**src/hdl/med_pkg.sv**
```systemverilog
// Shared widths, constants and state type for the mean Euclidean distance block.
package med_pkg;

    localparam int COORD_W    = 16;               // point and reference coordinates
    localparam int DIFF_W     = COORD_W + 1;      // exact coordinate difference
    localparam int SQ_W       = 2 * COORD_W + 2;  // dx*dx + dy*dy
    localparam int FRAC_W     = 8;                // fraction bits of a distance
    localparam int RAD_W      = SQ_W + 2 * FRAC_W;
    localparam int ROOT_W     = RAD_W / 2;        // distance width
    localparam int CNT_W      = 17;               // point counter
    localparam int SUM_W      = ROOT_W + CNT_W - 1;
    localparam int MAX_POINTS = 65536;
    localparam int TDATA_IN_W  = 2 * COORD_W;
    localparam int TDATA_OUT_W = ((ROOT_W + CNT_W + 7) / 8) * 8;

    // configuration register indexes
    localparam logic REG_REF_X = 1'b0;
    localparam logic REG_REF_Y = 1'b1;

    typedef enum logic [2:0] {
        ST_IDLE,
        ST_SQUARE,
        ST_ROOT,
        ST_ACCUM,
        ST_LAUNCH,
        ST_DIVIDE,
        ST_EMIT
    } state_t;

endpackage

```
**src/hdl/med_square.sv**
```systemverilog
// Bit-serial sum of squares: ux*ux + uy*uy, one multiplier bit per cycle.
module med_square (
    input  logic                          clk,
    input  logic                          rst_n,
    input  logic                          start,
    input  logic [med_pkg::COORD_W-1:0]   ux,
    input  logic [med_pkg::COORD_W-1:0]   uy,
    output logic [med_pkg::SQ_W-1:0]      sq,
    output logic                          done
);
    import med_pkg::*;

    localparam int CW = $clog2(COORD_W);

    logic                busy_reg;
    logic                done_reg;
    logic [CW-1:0]       cnt_reg;
    logic [COORD_W-1:0]  ux_reg, uy_reg, mx_reg, my_reg;
    logic [SQ_W-1:0]     acc_reg;
    logic [SQ_W-COORD_W:0] sum;  // upper half plus both partial products
    logic                last_step;

    always_comb
    begin
        sum = {1'b0, acc_reg[SQ_W-1:COORD_W]}
            + (mx_reg[0] ? {{(SQ_W-2*COORD_W+1){1'b0}}, ux_reg} : '0)
            + (my_reg[0] ? {{(SQ_W-2*COORD_W+1){1'b0}}, uy_reg} : '0);
    end

    // done pulses once the final partial product has landed in acc_reg
    assign last_step = busy_reg && (cnt_reg == CW'(COORD_W - 1));
    assign done      = done_reg;
    assign sq        = acc_reg;

    always_ff @(posedge clk or negedge rst_n)
    begin
        if (!rst_n)
        begin
            busy_reg <= 1'b0;
            done_reg <= 1'b0;
            cnt_reg  <= '0;
        end
        else
        begin
            done_reg <= last_step;
            if (start)
            begin
                busy_reg <= 1'b1;
                cnt_reg  <= '0;
            end
            else if (busy_reg)
            begin
                busy_reg <= !last_step;
                cnt_reg  <= cnt_reg + 1'b1;
            end
        end
    end

    always_ff @(posedge clk)
    begin
        if (start)
        begin
            ux_reg  <= ux;
            uy_reg  <= uy;
            mx_reg  <= ux;
            my_reg  <= uy;
            acc_reg <= '0;
        end
        else if (busy_reg)
        begin
            mx_reg  <= mx_reg >> 1;
            my_reg  <= my_reg >> 1;
            acc_reg <= {sum, acc_reg[COORD_W-1:1]};
        end
    end

endmodule

```
**src/hdl/med_sqrt.sv**
```systemverilog
// Restoring square root, one root bit per cycle, radicand scaled by 2^16.
module med_sqrt (
    input  logic                        clk,
    input  logic                        rst_n,
    input  logic                        start,
    input  logic [med_pkg::SQ_W-1:0]    sq,
    output logic [med_pkg::ROOT_W-1:0]  root,
    output logic                        done
);
    import med_pkg::*;

    localparam int CW    = $clog2(ROOT_W);
    localparam int REM_W = ROOT_W + 1;   // remainder never exceeds 2*root

    logic                busy_reg;
    logic [CW-1:0]       cnt_reg;
    logic [RAD_W-1:0]    rad_reg;
    logic [REM_W-1:0]    rem_reg;
    logic [ROOT_W-1:0]   root_reg;
    logic [REM_W+1:0]    rem_sh;
    logic [REM_W+1:0]    trial;
    logic [REM_W+1:0]    diff;
    logic                fits;

    always_comb
    begin
        rem_sh = {rem_reg, rad_reg[RAD_W-1 -: 2]};
        trial  = {1'b0, root_reg, 2'b01};
        diff   = rem_sh - trial;
        fits   = (rem_sh >= trial);
    end

    assign done = busy_reg && (cnt_reg == CW'(ROOT_W - 1));
    assign root = root_reg;

    always_ff @(posedge clk or negedge rst_n)
    begin
        if (!rst_n)
        begin
            busy_reg <= 1'b0;
            cnt_reg  <= '0;
        end
        else if (start)
        begin
            busy_reg <= 1'b1;
            cnt_reg  <= '0;
        end
        else if (busy_reg)
        begin
            busy_reg <= !done;
            cnt_reg  <= cnt_reg + 1'b1;
        end
    end

    always_ff @(posedge clk)
    begin
        if (start)
        begin
            rad_reg  <= {sq, {(2*FRAC_W){1'b0}}};
            rem_reg  <= '0;
            root_reg <= '0;
        end
        else if (busy_reg)
        begin
            rad_reg  <= rad_reg << 2;
            rem_reg  <= fits ? diff[REM_W-1:0] : rem_sh[REM_W-1:0];
            root_reg <= {root_reg[ROOT_W-2:0], fits};
        end
    end

endmodule

```
**src/hdl/med_div.sv**
```systemverilog
// Restoring divider for sum / count, one quotient bit per cycle.
module med_div (
    input  logic                        clk,
    input  logic                        rst_n,
    input  logic                        start,
    input  logic [med_pkg::SUM_W-1:0]   dividend,
    input  logic [med_pkg::CNT_W-1:0]   divisor,
    output logic [med_pkg::ROOT_W-1:0]  quotient,
    output logic                        done
);
    import med_pkg::*;

    localparam int CW = $clog2(SUM_W);

    logic                busy_reg;
    logic [CW-1:0]       cnt_reg;
    logic [SUM_W-1:0]    q_reg;     // dividend shifts out, quotient shifts in
    logic [CNT_W-1:0]    rem_reg;
    logic [CNT_W-1:0]    div_reg;
    logic [CNT_W:0]      rem_sh;
    logic [CNT_W:0]      diff;
    logic                fits;

    always_comb
    begin
        rem_sh = {rem_reg, q_reg[SUM_W-1]};
        diff   = rem_sh - {1'b0, div_reg};
        fits   = (rem_sh >= {1'b0, div_reg});
    end

    assign done     = busy_reg && (cnt_reg == CW'(SUM_W - 1));
    assign quotient = q_reg[ROOT_W-1:0];  // mean never exceeds the largest distance

    always_ff @(posedge clk or negedge rst_n)
    begin
        if (!rst_n)
        begin
            busy_reg <= 1'b0;
            cnt_reg  <= '0;
        end
        else if (start)
        begin
            busy_reg <= 1'b1;
            cnt_reg  <= '0;
        end
        else if (busy_reg)
        begin
            busy_reg <= !done;
            cnt_reg  <= cnt_reg + 1'b1;
        end
    end

    always_ff @(posedge clk)
    begin
        if (start)
        begin
            q_reg   <= dividend;
            rem_reg <= '0;
            div_reg <= divisor;
        end
        else if (busy_reg)
        begin
            q_reg   <= {q_reg[SUM_W-2:0], fits};
            rem_reg <= fits ? diff[CNT_W-1:0] : rem_sh[CNT_W-1:0];
        end
    end

endmodule

```
**src/hdl/mean_euclidean_distance.sv**
```systemverilog
// Top level: mean Euclidean distance of a point stream to a reference point.
//
// Each accepted word is one 2D point. The block forms dx, dy against the
// reference point (ref_x, ref_y), squares and sums them in a bit-serial
// multiplier that then hands the sum to the root, takes a restoring square
// root one bit per cycle to get the distance with 8 fraction bits,
// truncated, and adds it to a running sum. s_tready is high only between
// points. On a word with s_tlast set, a serial divider (launched from its
// own state, then one step per bit of the sum) produces floor(sum / count),
// which goes out with the count as one output word, after which sum and
// count clear. After 65536 points further points are taken and dropped,
// neither summed nor counted, until the last point arrives, which then goes
// straight to the divider. The output word sits in its own register, so a
// new point is taken while a result waits for m_tready. The reference point
// is written through cfg_wen/cfg_index/cfg_data; the user must write it only
// while no point is in flight, as the block itself does not enforce this.
module mean_euclidean_distance (
    input  logic                               clk,
    input  logic                               rst_n,
    // input stream
    input  logic                               s_tvalid,
    output logic                               s_tready,
    input  logic [med_pkg::TDATA_IN_W-1:0]     s_tdata,   // point_x, point_y
    input  logic                               s_tlast,   // last_point
    // output stream
    output logic                               m_tvalid,
    input  logic                               m_tready,
    output logic [med_pkg::TDATA_OUT_W-1:0]    m_tdata,   // mean_distance, point_count, zero pad
    // configuration
    input  logic                               cfg_wen,
    input  logic                               cfg_index,
    input  logic [med_pkg::COORD_W-1:0]        cfg_data
);
    import med_pkg::*;

    state_t              state_reg, state_next;
    logic [COORD_W-1:0]  ref_x_reg, ref_y_reg;
    logic [SUM_W-1:0]    sum_reg;
    logic [CNT_W-1:0]    count_reg;
    logic                last_reg;
    logic                m_valid_reg;
    logic [ROOT_W-1:0]   mean_reg;
    logic [CNT_W-1:0]    count_out_reg;

    logic                in_accept;
    logic                count_full;
    logic [DIFF_W-1:0]   dx, dy;
    logic [COORD_W-1:0]  ux, uy;
    logic                sq_start, root_start, div_start;
    logic                sq_done, root_done, div_done;
    logic [SQ_W-1:0]     sq;
    logic [ROOT_W-1:0]   root;
    logic [ROOT_W-1:0]   quotient;
    logic                emit;

    assign in_accept  = s_tvalid && s_tready;
    assign count_full = (count_reg == CNT_W'(MAX_POINTS));

    // exact differences, then magnitudes (at most 65535)
    always_comb
    begin
        dx = {s_tdata[COORD_W-1], s_tdata[COORD_W-1:0]} - {ref_x_reg[COORD_W-1], ref_x_reg};
        dy = {s_tdata[2*COORD_W-1], s_tdata[2*COORD_W-1:COORD_W]}
           - {ref_y_reg[COORD_W-1], ref_y_reg};
        ux = dx[DIFF_W-1] ? COORD_W'(~dx + 1'b1) : dx[COORD_W-1:0];
        uy = dy[DIFF_W-1] ? COORD_W'(~dy + 1'b1) : dy[COORD_W-1:0];
    end

    med_square u_square (
        .clk   (clk),
        .rst_n (rst_n),
        .start (sq_start),
        .ux    (ux),
        .uy    (uy),
        .sq    (sq),
        .done  (sq_done)
    );

    med_sqrt u_sqrt (
        .clk   (clk),
        .rst_n (rst_n),
        .start (root_start),
        .sq    (sq),
        .root  (root),
        .done  (root_done)
    );

    med_div u_div (
        .clk      (clk),
        .rst_n    (rst_n),
        .start    (div_start),
        .dividend (sum_reg),
        .divisor  (count_reg),
        .quotient (quotient),
        .done     (div_done)
    );

    // control
    always_comb
    begin
        state_next = state_reg;
        s_tready   = 1'b0;
        sq_start   = 1'b0;
        root_start = 1'b0;
        div_start  = 1'b0;
        emit       = 1'b0;
        unique case (state_reg)
            ST_IDLE:
            begin
                s_tready = 1'b1;
                if (s_tvalid)
                begin
                    if (!count_full)
                    begin
                        sq_start   = 1'b1;
                        state_next = ST_SQUARE;
                    end
                    else if (s_tlast)
                    begin
                        state_next = ST_LAUNCH;  // dropped last point still reports
                    end
                end
            end
            ST_SQUARE:
            begin
                if (sq_done)
                begin
                    root_start = 1'b1;
                    state_next = ST_ROOT;
                end
            end
            ST_ROOT:
            begin
                if (root_done)
                    state_next = ST_ACCUM;
            end
            ST_ACCUM:
            begin
                state_next = last_reg ? ST_LAUNCH : ST_IDLE;
            end
            ST_LAUNCH:
            begin
                div_start  = 1'b1;
                state_next = ST_DIVIDE;
            end
            ST_DIVIDE:
            begin
                if (div_done)
                    state_next = ST_EMIT;
            end
            ST_EMIT:
            begin
                if (!m_valid_reg || m_tready)
                begin
                    emit       = 1'b1;
                    state_next = ST_IDLE;
                end
            end
            default:
            begin
                state_next = ST_IDLE;
            end
        endcase
    end

    always_ff @(posedge clk or negedge rst_n)
    begin
        if (!rst_n)
        begin
            state_reg   <= ST_IDLE;
            ref_x_reg   <= '0;
            ref_y_reg   <= '0;
            sum_reg     <= '0;
            count_reg   <= '0;
            last_reg    <= 1'b0;
            m_valid_reg <= 1'b0;
        end
        else
        begin
            state_reg <= state_next;

            if (cfg_wen)
            begin
                unique case (cfg_index)
                    REG_REF_X: ref_x_reg <= cfg_data;
                    REG_REF_Y: ref_y_reg <= cfg_data;
                    default:   ;
                endcase
            end

            if (in_accept)
                last_reg <= s_tlast;

            if (state_reg == ST_ACCUM)
            begin
                sum_reg   <= sum_reg + SUM_W'(root);
                count_reg <= count_reg + 1'b1;
            end
            else if (emit)
            begin
                sum_reg   <= '0;
                count_reg <= '0;
            end

            if (emit)
                m_valid_reg <= 1'b1;
            else if (m_tready)
                m_valid_reg <= 1'b0;
        end
    end

    // output word
    always_ff @(posedge clk)
    begin
        if (emit)
        begin
            mean_reg      <= quotient;
            count_out_reg <= count_reg;
        end
    end

    assign m_tvalid = m_valid_reg;
    assign m_tdata  = {{(TDATA_OUT_W-ROOT_W-CNT_W){1'b0}}, count_out_reg, mean_reg};

endmodule

```
**config.mk**
```make
export PLATFORM = sky130hd
export DESIGN_NAME = mean_euclidean_distance
export DESIGN_NICKNAME = d
export VERILOG_FILES = /design/src/hdl/med_pkg.sv /design/src/hdl/med_square.sv /design/src/hdl/med_sqrt.sv /design/src/hdl/med_div.sv /design/src/hdl/mean_euclidean_distance.sv
export SDC_FILE = /design/constraint.sdc
export NUM_CORES = 1
export LEC_CHECK = 0
export ABC_AREA = 1
export BUFFER_PORTS_ARGS = -buffer_cell sky130_fd_sc_hd__buf_2
export CAP_MARGIN = 20
export CORE_MARGIN = 2
export CORE_UTILIZATION = 35
export CTS_BUF_LIST = sky130_fd_sc_hd__clkbuf_4 sky130_fd_sc_hd__clkbuf_8
export DETAILED_ROUTE_END_ITERATION = 12
export GPL_ROUTABILITY_DRIVEN = 0
export PLACE_DENSITY = 0.58
export SETUP_SLACK_MARGIN = 0.15
export SYNTH_ARGS = -nofsm -noshare
export SYNTH_HDL_FRONTEND = slang
export SYNTH_SLANG_ARGS = --single-unit
```
**constraint.sdc**
```tcl
create_clock -name clk -period 3.7 [get_ports clk]
set_input_delay 0.74 -clock clk [delete_from_list [all_inputs] [get_ports clk]]
set_output_delay 0.74 -clock clk [all_outputs]
set_load 0.02 [all_outputs]
```
==> metrics.csv, run 1 <==
metric,value,unit
Final HPWL DP,42.9,mm
final-layout fill cell count,7320,
router iterations before antenna repair,6,
dominant cell type by area after synthesis,sky130_fd_sc_hd__edfxtp_1,
die footprint,0.0728,mm²
"Slowest-stage cell, CP",sky130_fd_sc_hd__edfxtp_1,
residual DRC count,0,
leakage power figure,13.1,nW
crit-path max FO,16,
buffers inserted during post-CTS setup optimization,0,
ratio of total power to cell area,448,mW/mm²
GR Overflow Total,0,
number of unique standard cell types used by synthesis,65,
All-Layer GR Usage,0.160,
Fin Clk Skew,0.0730,ns
total of endpoints with negative setup slack in the final report,0,
VDD IR max,0.000374,V
family with the most delay on the worst path,adder cells,
number of vias per cell,4.71,
Slowest Stage Delay on Critical Path,0.65,ns
Cells after DPL,4134,
Highest Clock Rate,0.313,GHz
cell row count,97,
sequential fraction of the synthesis area,0.438,
time the worst path needs with I/O delays and setup,3.19,ns
antenna violations before repair,1,
Area growth syn-to-layout,13.0,%
worst endpoint data arrival time,3.70,ns
Syn. warnings,0,
worst slew pin tran,1.00,ns
number of synthesized register bits,414,
highest metal used,met4,
cells traversed along the worst timing path,"nand2_1, fa_1, inv_1, ha_1, inv_1, fa_1, inv_1, nand3_1, nand2_1, a21boi_0, o21ai_0, a31oi_1, xor2_1, nand2_1, nand2_1, inv_1",
total via count after detailed routing,20100,
total count of max-transition violations in the final report,0,
run status,"finished, final reports clean",
area share of the leading cell type in the synthesized netlist,0.240,
cts repair resizes,0,
via count of the first global-routing pass,19500,
Final ANT Viol Nets,0,
Starting Density,0.353,
clock slew seen by the registers of the worst setup and hold paths,0.06,ns
main area contributors after synthesis,"sky130_fd_sc_hd__edfxtp_1 (24%), sky130_fd_sc_hd__nand2_1 (14%), sky130_fd_sc_hd__dfrtp_1 (12%)",
global-route wire length before repair,97.1,mm
sum of routed wire segments on met1,28.7,mm
cell at the root of the clock tree,sky130_fd_sc_hd__clkbuf_8,
Total Wirelength,58.3,mm
period utilization,0.863,
number of violations reported at the end of detailed-routing iteration 0,1316,
maximum number of pins on one net before global-route repair,78,
floorplan core area,0.0700,mm²
"Clk Latency, worst-skew pair",0.68,ns
Layout Cell Area excl Fill,0.0280,mm²
buffer and inverter count on the worst path,4,
total standard cell area after synthesis,0.0247,mm²
wire length on met2,26.3,mm
number of buffers added to fix hold violations after cts,0,
highest-count cells in the layout ignoring fill and taps,"sky130_fd_sc_hd__nand2_1 (897), sky130_fd_sc_hd__inv_1 (481), sky130_fd_sc_hd__o21ai_0 (225)",
setup repair after global routing missed its margin,false,
fin nets,3475,
gate count after technology mapping,3149,
wire length per cell after detailed routing,13.6,µm
type of the worst min-delay path,in2async,
number of max-cap violations,0,
ratio of cells with drive above 1 in the final layout,0.112,
final hold violation count,0,
Crit Path Category,reg2reg,
Crit. End Element,flip-flop,
die span in x,270,µm
synthesized area per cell,7.86,µm²
total clock buffers created by CTS,75,
Final Instance Count excl. Fillers,4275,
sum of negative setup slack,0,ns
Critical Path Start Type,flip-flop,
input/output buffers,98,
number of top-level pins,105,
post-layout util,0.399,
"commonest non-fill, non-tap cell in the layout",sky130_fd_sc_hd__nand2_1,
CTS max path bufs,3,
H-tree depth,3,
worst path required time,4.21,ns
Slew HR,0.331,
CTS tree,yes,
Clock Sinks,414,
amount of wire on met3 after detailed routing,2.08,mm
Area after DPL,0.0262,mm²
die extent in y,270,µm
[worst paths after layout]
path | startpoint | end | slack, ns | depth (start not counted)
worst min register to register | u_div.q_reg[8]$_DFFE_PP_ | mean_reg[8]$_DFFE_PP_ | 0.45 | 0
min in group clk | cfg_data[8] | ref_x_reg[8]$_DFFE_PN0P_ | 0.34 | 3
worst max register to register | u_square.mx_reg[0]$_DFFE_PP_ | u_square.sq[26]$_SDFFE_PP0P_ | 0.51 | 16
max in group asynchronous | rst_n | sum_reg[7]$_DFFE_PN0P_ | 2.80 | 2
worst max-delay path | u_square.mx_reg[0]$_DFFE_PP_ | u_square.sq[26]$_SDFFE_PP0P_ | 0.51 | 16
worst min-delay path | rst_n | count_reg[11]$_DFFE_PN0P_ | 0.07 | 1
[cells in the mapped netlist, drive strengths merged]
library cell and n:
a22oi 1, o32ai 3, ha 126, nand3b 9, buf 34, a21boi 5
dfrtp 114, nand3 176, nor4 12, edfxtp 198, o311ai 1, o31ai 4
conb 1, nand4 52, o22ai 34, inv 493, xor2 37, a21o 16
dfxtp 102, nor3b 2, nor2 181, a31oi 13, o2111ai 1, and3 1
clkbuf 53, o2bb2ai 1, o21bai 16, nor3 37, a31o 3, o221ai 1
o21a 4, a211oi 2, fa 21, clkinv 2, or2 9, xnor2 23
and2 13, o21ai 253, a21oi 151, a32o 1, o211ai 12, nand2 930
mux2 1
[stage by stage]
step	power, mW	hold slack [ns]	setup WS [ns]
finish	12.5	0.0662	0.508
global route	13.3	0.0464	0.170
CTS	12.7	0.00480	0.504
detailed placement	7.86	0.435	0.515
global placement	7.83	0.433	0.549
floorplan	7.29	0.427	0.612
[layer usage]
layer / GRT usage / vias to the layer above
met1: 0.220 / 9199
met3: 0.0264 / 76
met5: 0 / -
met4: 0.0461 / 0
li1: - / 10500
met2: 0.261 / 334
[cell type report]
class                           count  area, µm²  share of cell area
Clock buffer                      114       1360              0.0487
Timing Repair Buffer              129        771              0.0276
Sequential cell                   414      10800               0.388
Tap cell                          940       1180              0.0421
Inverter                          495       1860              0.0665
Multi-Input combinational cell   2158      11700               0.417
Clock inverter                     24        289              0.0103
Antenna cell                        1       2.50           0.0000895
[report_power, final]
part	switching [mW]	internal (mW)	total (mW)
Sequential	0.122	5.05	5.17
Clock	2.02	2.74	4.76
Combinational	1.63	0.948	2.58
Total	3.78	8.74	12.5
[cells by family (layout without fill, tap and decap cells)]
logic type | after synthesis | count (layout) | synth area share
xor gates and xnor gates | 60 | 60 | 0.0215
DFF | 414 | 414 | 0.438
adders and majority gates | 147 | 147 | 0.0807
buffers and inverters | 582 | 762 | 0.0921
muxes | 1 | 1 | 0.000455
and+or+nand+nor | 1422 | 1422 | 0.248
AOI/OAI and AO/OA | 522 | 522 | 0.119
other | 1 | 7 | 0.000152
(Power assumes the default switching activity.)
==> run 2, diff against run 1 <==
CELL_PAD_IN_SITES_DETAIL_PLACEMENT = 1   (was unset)
CELL_PAD_IN_SITES_GLOBAL_PLACEMENT = 1   (was unset)
PLACE_DENSITY = 0.72   (was 0.58)
SYNTH_HIERARCHICAL = 1   (was unset)
==> metrics.csv, run 2 <==
metric,value,unit
worst hold margin,0.0584,ns
crit-path max FO,16,
ratio of total power to cell area,904,mW/mm²
number of vias per cell,4.80,
Critical Path Start Type,flip-flop,
buffers inserted during post-CTS setup optimization,0,
time the worst path needs with I/O delays and setup,2.91,ns
Area after DPL,0.0276,mm²
residual DRC count,0,
floorplan core area,0.0744,mm²
final critical-path setup slack,0.785,ns
most frequent cells after synthesis,"sky130_fd_sc_hd__nand2_1 (1,330), sky130_fd_sc_hd__inv_1 (552), sky130_fd_sc_hd__nand3_1 (222)",
"Clk Latency, worst-skew pair",0.69,ns
Slew HR,0.378,
total of endpoints with negative setup slack in the final report,0,
dominant cell type by area after synthesis,sky130_fd_sc_hd__edfxtp_1,
total standard cell area after synthesis,0.0263,mm²
VDD IR max,0.000294,V
All-Layer GR Usage,0.192,
die footprint,0.0774,mm²
setup repair after global routing missed its margin,false,
sum of negative setup slack,0,ns
cells traversed along the worst timing path,"nand2_1, inv_1, fa_1, inv_1, fa_1, inv_1, nand2_1, nand2_1, nand3_1, nand2_2, nand2_1, nand3_1, nand3_1, nand2_1, inv_1",
internal portion of total power,14.3,mW
worst path required time,4.26,ns
Crit. End Element,flip-flop,
Syn. warnings,6,
gate count after technology mapping,3594,
Comb power frac,0.501,
Clock Sinks,414,
share of power burned in registers,0.303,
number of unique standard cell types used by synthesis,61,
number of max-cap violations,0,
antenna violations before repair,1,
number of enable-type register cells in the synthesized netlist,198,
period utilization,0.788,
most common cell type on the critical path,sky130_fd_sc_hd__nand2_1,
pre-CTS setup slack,0.374,ns
CTS tree,yes,
number of synthesized register bits,414,
Register-to-Register Setup Slack,0.79,ns
most instantiated flip-flop cell in the synthesis netlist,sky130_fd_sc_hd__edfxtp_1,
number of top-level pins,105,
cts repair resizes,0,
GR Overflow Total,0,
ratio of cells with drive above 1 in the final layout,0.109,
CTS max path bufs,3,
wire length per cell after detailed routing,15.4,µm
main area contributors after synthesis,"sky130_fd_sc_hd__edfxtp_1 (23%), sky130_fd_sc_hd__nand2_1 (19%), sky130_fd_sc_hd__dfrtp_1 (11%)",
input/output buffers,98,
P_sw,12.3,mW
maximum number of pins on one net before global-route repair,65,
worst endpoint data arrival time,3.48,ns
Area growth syn-to-layout,12.0,%
area share of the leading cell type in the synthesized netlist,0.226,
Fin Clk Skew,0.0369,ns
Highest Clock Rate,0.343,GHz
Final HPWL DP,55.3,mm
type of the worst min-delay path,in2async,
global-route wire length before repair,121,mm
Total Wirelength,72.9,mm
Starting Density,0.353,
Cells after DPL,4578,
cell row count,100,
sequential fraction of the synthesis area,0.412,
highest-count cells in the layout ignoring fill and taps,"sky130_fd_sc_hd__nand2_1 (1,330), sky130_fd_sc_hd__inv_1 (551), sky130_fd_sc_hd__nand3_1 (222)",
worst slew pin tran,0.931,ns
Final Instance Count excl. Fillers,4728,
"Slowest-stage cell, CP",sky130_fd_sc_hd__edfxtp_1,
cell with the most instances after synthesis,sky130_fd_sc_hd__nand2_1,
Crit Path Category,reg2reg,
fin nets,3894,
router iterations before antenna repair,8,
cell at the root of the clock tree,sky130_fd_sc_hd__clkbuf_8,
Slowest Stage Delay on Critical Path,0.59,ns
"commonest non-fill, non-tap cell in the layout",sky130_fd_sc_hd__nand2_1,
Layout Cell Area excl Fill,0.0295,mm²
Final ANT Viol Nets,0,
total clock buffers created by CTS,79,
die span in x,278,µm
final hold violation count,0,
number of buffers added to fix hold violations after cts,0,
power share of the clock group,0.196,
synthesized area per cell,7.32,µm²
total via count after detailed routing,22700,
H-tree depth,3,
sw frac,0.462,
ys async rst share,0.275,
leakage power figure,15.1,nW
via count of the first global-routing pass,23700,
number of violations reported at the end of detailed-routing iteration 0,1005,
total count of max-transition violations in the final report,0,
die extent in y,278,µm
clock slew seen by the registers of the worst setup and hold paths,0.06,ns
run status,"finished, final reports clean",
run 2: cell types whose count changed in the layout (fill, tap and decap cells not counted), moves of 17 or more:
cell	delta
sky130_fd_sc_hd__nand3_1	+58
sky130_fd_sc_hd__nand2_1	+433
sky130_fd_sc_hd__inv_1	+70
sky130_fd_sc_hd__o21ai_0	-96
sky130_fd_sc_hd__nor2_1	+45
sky130_fd_sc_hd__buf_4	-17
sky130_fd_sc_hd__a21oi_1	-27
sky130_fd_sc_hd__nand2_2	+22
run 2: area by class of cell:
class	instances	area (µm²)
fill	9373	45000
multi-input combinational	2507	12700
sequential	414	10800
inverter	575	2160
clock buffer	113	1400
tap	969	1210
timing repair buffer	115	694
clock inverter	34	447
antenna	1	2.50
run 2: worst paths after layout:
path                                                   start                            to  depth (start not counted)
worst min register to register      u_div/q_reg[7]$_DFFE_PP_         mean_reg[7]$_DFFE_PP_                          0
worst max-delay path            u_square/mx_reg[0]$_DFFE_PP_  u_square/sq[28]$_SDFFE_PP0P_                         15
worst max register to register  u_square/mx_reg[0]$_DFFE_PP_  u_square/sq[28]$_SDFFE_PP0P_                         15
max in group asynchronous                              rst_n     u_sqrt/busy_reg$_DFF_PN0_                          2
min in group clk                                    m_tready          m_tvalid$_DFFE_PN0P_                          2
worst min-delay path                                   rst_n     count_reg[16]$_DFFE_PN0P_                          1
run 2: power by group through the flow:
stage | Sequential (mW) | Combinational (mW) | Clock (mW)
floorplan | 7.70 | 10.4 | 0
global placement | 8.12 | 13.0 | 0
detailed placement | 8.19 | 13.4 | 0
CTS | 8.12 | 13.5 | 5.41
global route | 8.30 | 15.4 | 5.61
finish | 8.09 | 13.4 | 5.22
run 2: cells by family (layout without fill, tap and decap cells):
logic type | Yosys count | after routing | share of synthesized area
xor+xnor | 37 | 37 | 0.0123
compound gates | 330 | 330 | 0.0685
mux | 4 | 4 | 0.00152
fa+ha+maj | 147 | 147 | 0.0759
buf+inv | 678 | 837 | 0.106
flops | 414 | 414 | 0.412
simple gates | 1983 | 1983 | 0.324
other cells | 1 | 7 | 0.000143
run 2: critical path: cells and delay by family (launching register included):
kind	cells	cell delay, ns
fa+ha+maj	2	0.98
buf+inv	4	0.29
flops	1	0.59
simple gates	9	0.94
run 2: metal layers:
metal	wire [µm]	track usage
met5	0	0
met4	1470	0.0543
met3	2060	0.0240
met2	35500	0.339
met1	33800	0.244
run 2: per-stage QoR:
step	utilization	total power, mW
after floorplan	-	18.1
after global placement	0.370	21.1
after detailed placement	0.370	21.5
after CTS	0.395	27.0
after global routing	0.396	29.3
final	0.396	26.7
==> run 3, diff against run 2 <==
ABC_AREA = 0   (was 1)
PLACE_DENSITY = 0.68   (was 0.72)
clock period = 2.9 ns   (was 3.7 ns; I/O delays follow)
==> metrics.csv, run 3 <==
metric,value,unit
setup repair after global routing missed its margin,true,
Starting Density,0.352,
fin nets,2819,
Register-to-Register Setup Slack,-0.49,ns
Slew HR,0.409,
ys async rst share,0.275,
Cells after DPL,3347,
worst endpoint data arrival time,3.79,ns
die span in x,264,µm
gate count after technology mapping,2250,
worst slew pin tran,0.886,ns
total of endpoints with negative setup slack in the final report,60,
"commonest non-fill, non-tap cell in the layout",sky130_fd_sc_hd__buf_4,
violations in the final reports,setup timing,
Area growth syn-to-layout,29.2,%
global-route wire length before repair,106,mm
GR Overflow Total,0,
cell row count,95,
total clock buffers created by CTS,77,
startpoint of the worst register-to-register path,ref_y_reg[0]$_DFFE_PN0P_,
final-layout fill cell count,7340,
Crit. End Element,flip-flop,
synthesized area per cell,10.5,µm²
input/output buffers,98,
most frequent cells after synthesis,"sky130_fd_sc_hd__edfxtp_1 (198), sky130_fd_sc_hd__nor2_1 (180), sky130_fd_sc_hd__nand2_1 (156)",
end of the worst register-to-register path,u_square/my_reg[15]$_SDFFCE_PN0P_,
Final ANT Viol Nets,0,
area taken by multi-input logic gates,0.0133,mm²
total standard cell area after synthesis,0.0236,mm²
number of vias per cell,5.24,
type of the worst min-delay path,in2async,
via count of the first global-routing pass,20100,
CTS tree,yes,
crit-path max FO,4,
number of max-cap violations,0,
residual DRC count,0,
Clock Sinks,414,
Syn. warnings,6,
time the worst path needs with I/O delays and setup,3.39,ns
cell with the most instances after synthesis,sky130_fd_sc_hd__edfxtp_1,
Highest Clock Rate,0.295,GHz
antenna violations before repair,1,
final hold violation count,0,
total via count after detailed routing,18600,
cell at the root of the clock tree,sky130_fd_sc_hd__clkbuf_8,
number of top-level pins,105,
floorplan core area,0.0670,mm²
main area contributors after synthesis,"sky130_fd_sc_hd__edfxtp_1 (25%), sky130_fd_sc_hd__dfrtp_1 (12%), sky130_fd_sc_hd__dfxtp_1 (8.6%)",
period utilization,1.17,
number of synthesized register bits,414,
router iterations before antenna repair,5,
Total Wirelength,67.3,mm
ratio of cells with drive above 1 in the final layout,0.352,
number of violations reported at the end of detailed-routing iteration 0,848,
most instantiated flip-flop cell in the synthesis netlist,sky130_fd_sc_hd__edfxtp_1,
leakage power figure,12.9,nW
run status,"complete, but fails checks",
die extent in y,264,µm
"Power, Total",33.8,mW
number of enable-type register cells in the synthesized netlist,198,
area share of the leading cell type in the synthesized netlist,0.252,
number of unique standard cell types used by synthesis,97,
Final HPWL DP,45.6,mm
worst path required time,3.30,ns
wire length per cell after detailed routing,18.9,µm
clock slew seen by the registers of the worst setup and hold paths,0.06,ns
Sequential cell area,0.0109,mm²
CTS max path bufs,3,
VDD IR max,0.000572,V
maximum number of pins on one net before global-route repair,89,
sequential fraction of the synthesis area,0.459,
cell count of the worst reg-to-reg path,13,
final critical-path setup slack,-0.489,ns
die footprint,0.0696,mm²
dominant cell type by area after synthesis,sky130_fd_sc_hd__edfxtp_1,
All-Layer GR Usage,0.185,
Critical Path Start Type,flip-flop,
Crit Path Category,reg2reg,
Fin Clk Skew,0.0305,ns
Final Instance Count excl. Fillers,3554,
highest-count cells in the layout ignoring fill and taps,"sky130_fd_sc_hd__buf_4 (251), sky130_fd_sc_hd__edfxtp_1 (198), sky130_fd_sc_hd__nor2_1 (159)",
total count of max-transition violations in the final report,0,
"Clk Latency, worst-skew pair",0.66,ns
H-tree depth,3,
ratio of total power to cell area,1110,mW/mm²
run 3: worst max path at each step:
stage / startpoint / to / slack, ns / cells past startpoint
after floorplan: s_tdata[16] / u_square/my_reg[15]$_SDFFCE_PN0P_ / -0.46 / 14
after global placement: s_tdata[0] / u_square/mx_reg[7]$_DFFE_PP_ / -1.01 / 15
after detailed placement: s_tdata[0] / u_square/mx_reg[7]$_DFFE_PP_ / -1.21 / 15
after CTS: ref_y_reg[0]$_DFFE_PN0P_ / u_square/my_reg[15]$_SDFFCE_PN0P_ / -0.44 / 13
after global routing: ref_y_reg[0]$_DFFE_PN0P_ / u_square/my_reg[15]$_SDFFCE_PN0P_ / -0.62 / 13
final: ref_y_reg[0]$_DFFE_PN0P_ / u_square/my_reg[15]$_SDFFCE_PN0P_ / -0.49 / 13
run 3: cells by family (layout without fill, tap and decap cells):
group           Yosys count  after routing  share of synthesized area
simple gates            613            613                      0.125
buf+inv                 245            670                     0.0474
flops                   414            414                      0.459
compound gates          489            489                      0.140
mux                     209            209                     0.0953
xor+xnor                132            132                     0.0490
fa+ha+maj               147            147                     0.0846
other cells               1              7                   0.000159
run 3: what timing repair did:
item | CTS | global route
hold buffers | 0 | 0
resized for setup | 167 | 173
setup buffers | 35 | 25
cloned | 1 | 3
setup endpoints to repair | 113 | 140
pin swaps | 53 | 96
run 3: report_power, final:
part | switching (mW) | total (mW) | internal, mW
Sequential | 1.50 | 9.95 | 8.45
Clock | 2.67 | 6.01 | 3.34
Combinational | 9.10 | 17.9 | 8.77
run 3: final cells by class:
class | count | share of cell area
diodes | 1 | 0.0000820
well taps | 873 | 0.0358
clock inverters | 31 | 0.00849
multi-input cells | 1596 | 0.436
flip-flops and latches | 414 | 0.356
inverters | 126 | 0.0166
clock buffers | 111 | 0.0448
repair buffers | 402 | 0.102
run 3: layer usage:
metal / wire, µm / track usage / vias up / share of wire
li1: - / - / 8846 / -
met1: 28400 / 0.222 / 9369 / 0.42
met2: 35100 / 0.343 / 298 / 0.52
met3: 2280 / 0.0285 / 108 / 0.034
met4: 1490 / 0.0482 / 0 / 0.022
met5: 0 / 0 / - / 0
run 3: metrics by stage:
stage	hold slack (ns)	cell area, µm²	worst slack, ns	utilization	TNS [ns]
after global placement	0.438	26700	-1.01	0.399	-39.26
after global routing	0.0480	30500	-0.625	0.455	-20.62
after detailed placement	0.438	26700	-1.21	0.399	-47.54
final	0.0277	30500	-0.489	0.455	-13.55
after floorplan	0.284	23900	-0.462	-	-7.08
after CTS	0.00833	29400	-0.443	0.439	-12.05
run 3: critical path, stage by stage (launching register included):
cell                        delay (ns)
sky130_fd_sc_hd__dfrtp_2          0.45
sky130_fd_sc_hd__ha_4             0.16
sky130_fd_sc_hd__inv_2            0.03
sky130_fd_sc_hd__fa_2             0.35
sky130_fd_sc_hd__a211oi_4         0.24
sky130_fd_sc_hd__o21ai_2          0.10
sky130_fd_sc_hd__a21boi_4         0.17
sky130_fd_sc_hd__mux2_4           0.31
sky130_fd_sc_hd__a311oi_4         0.27
sky130_fd_sc_hd__nand4_4          0.19
sky130_fd_sc_hd__o41ai_4          0.38
sky130_fd_sc_hd__a2bb2oi_2        0.11
sky130_fd_sc_hd__xnor2_1          0.16
sky130_fd_sc_hd__and2_1           0.20
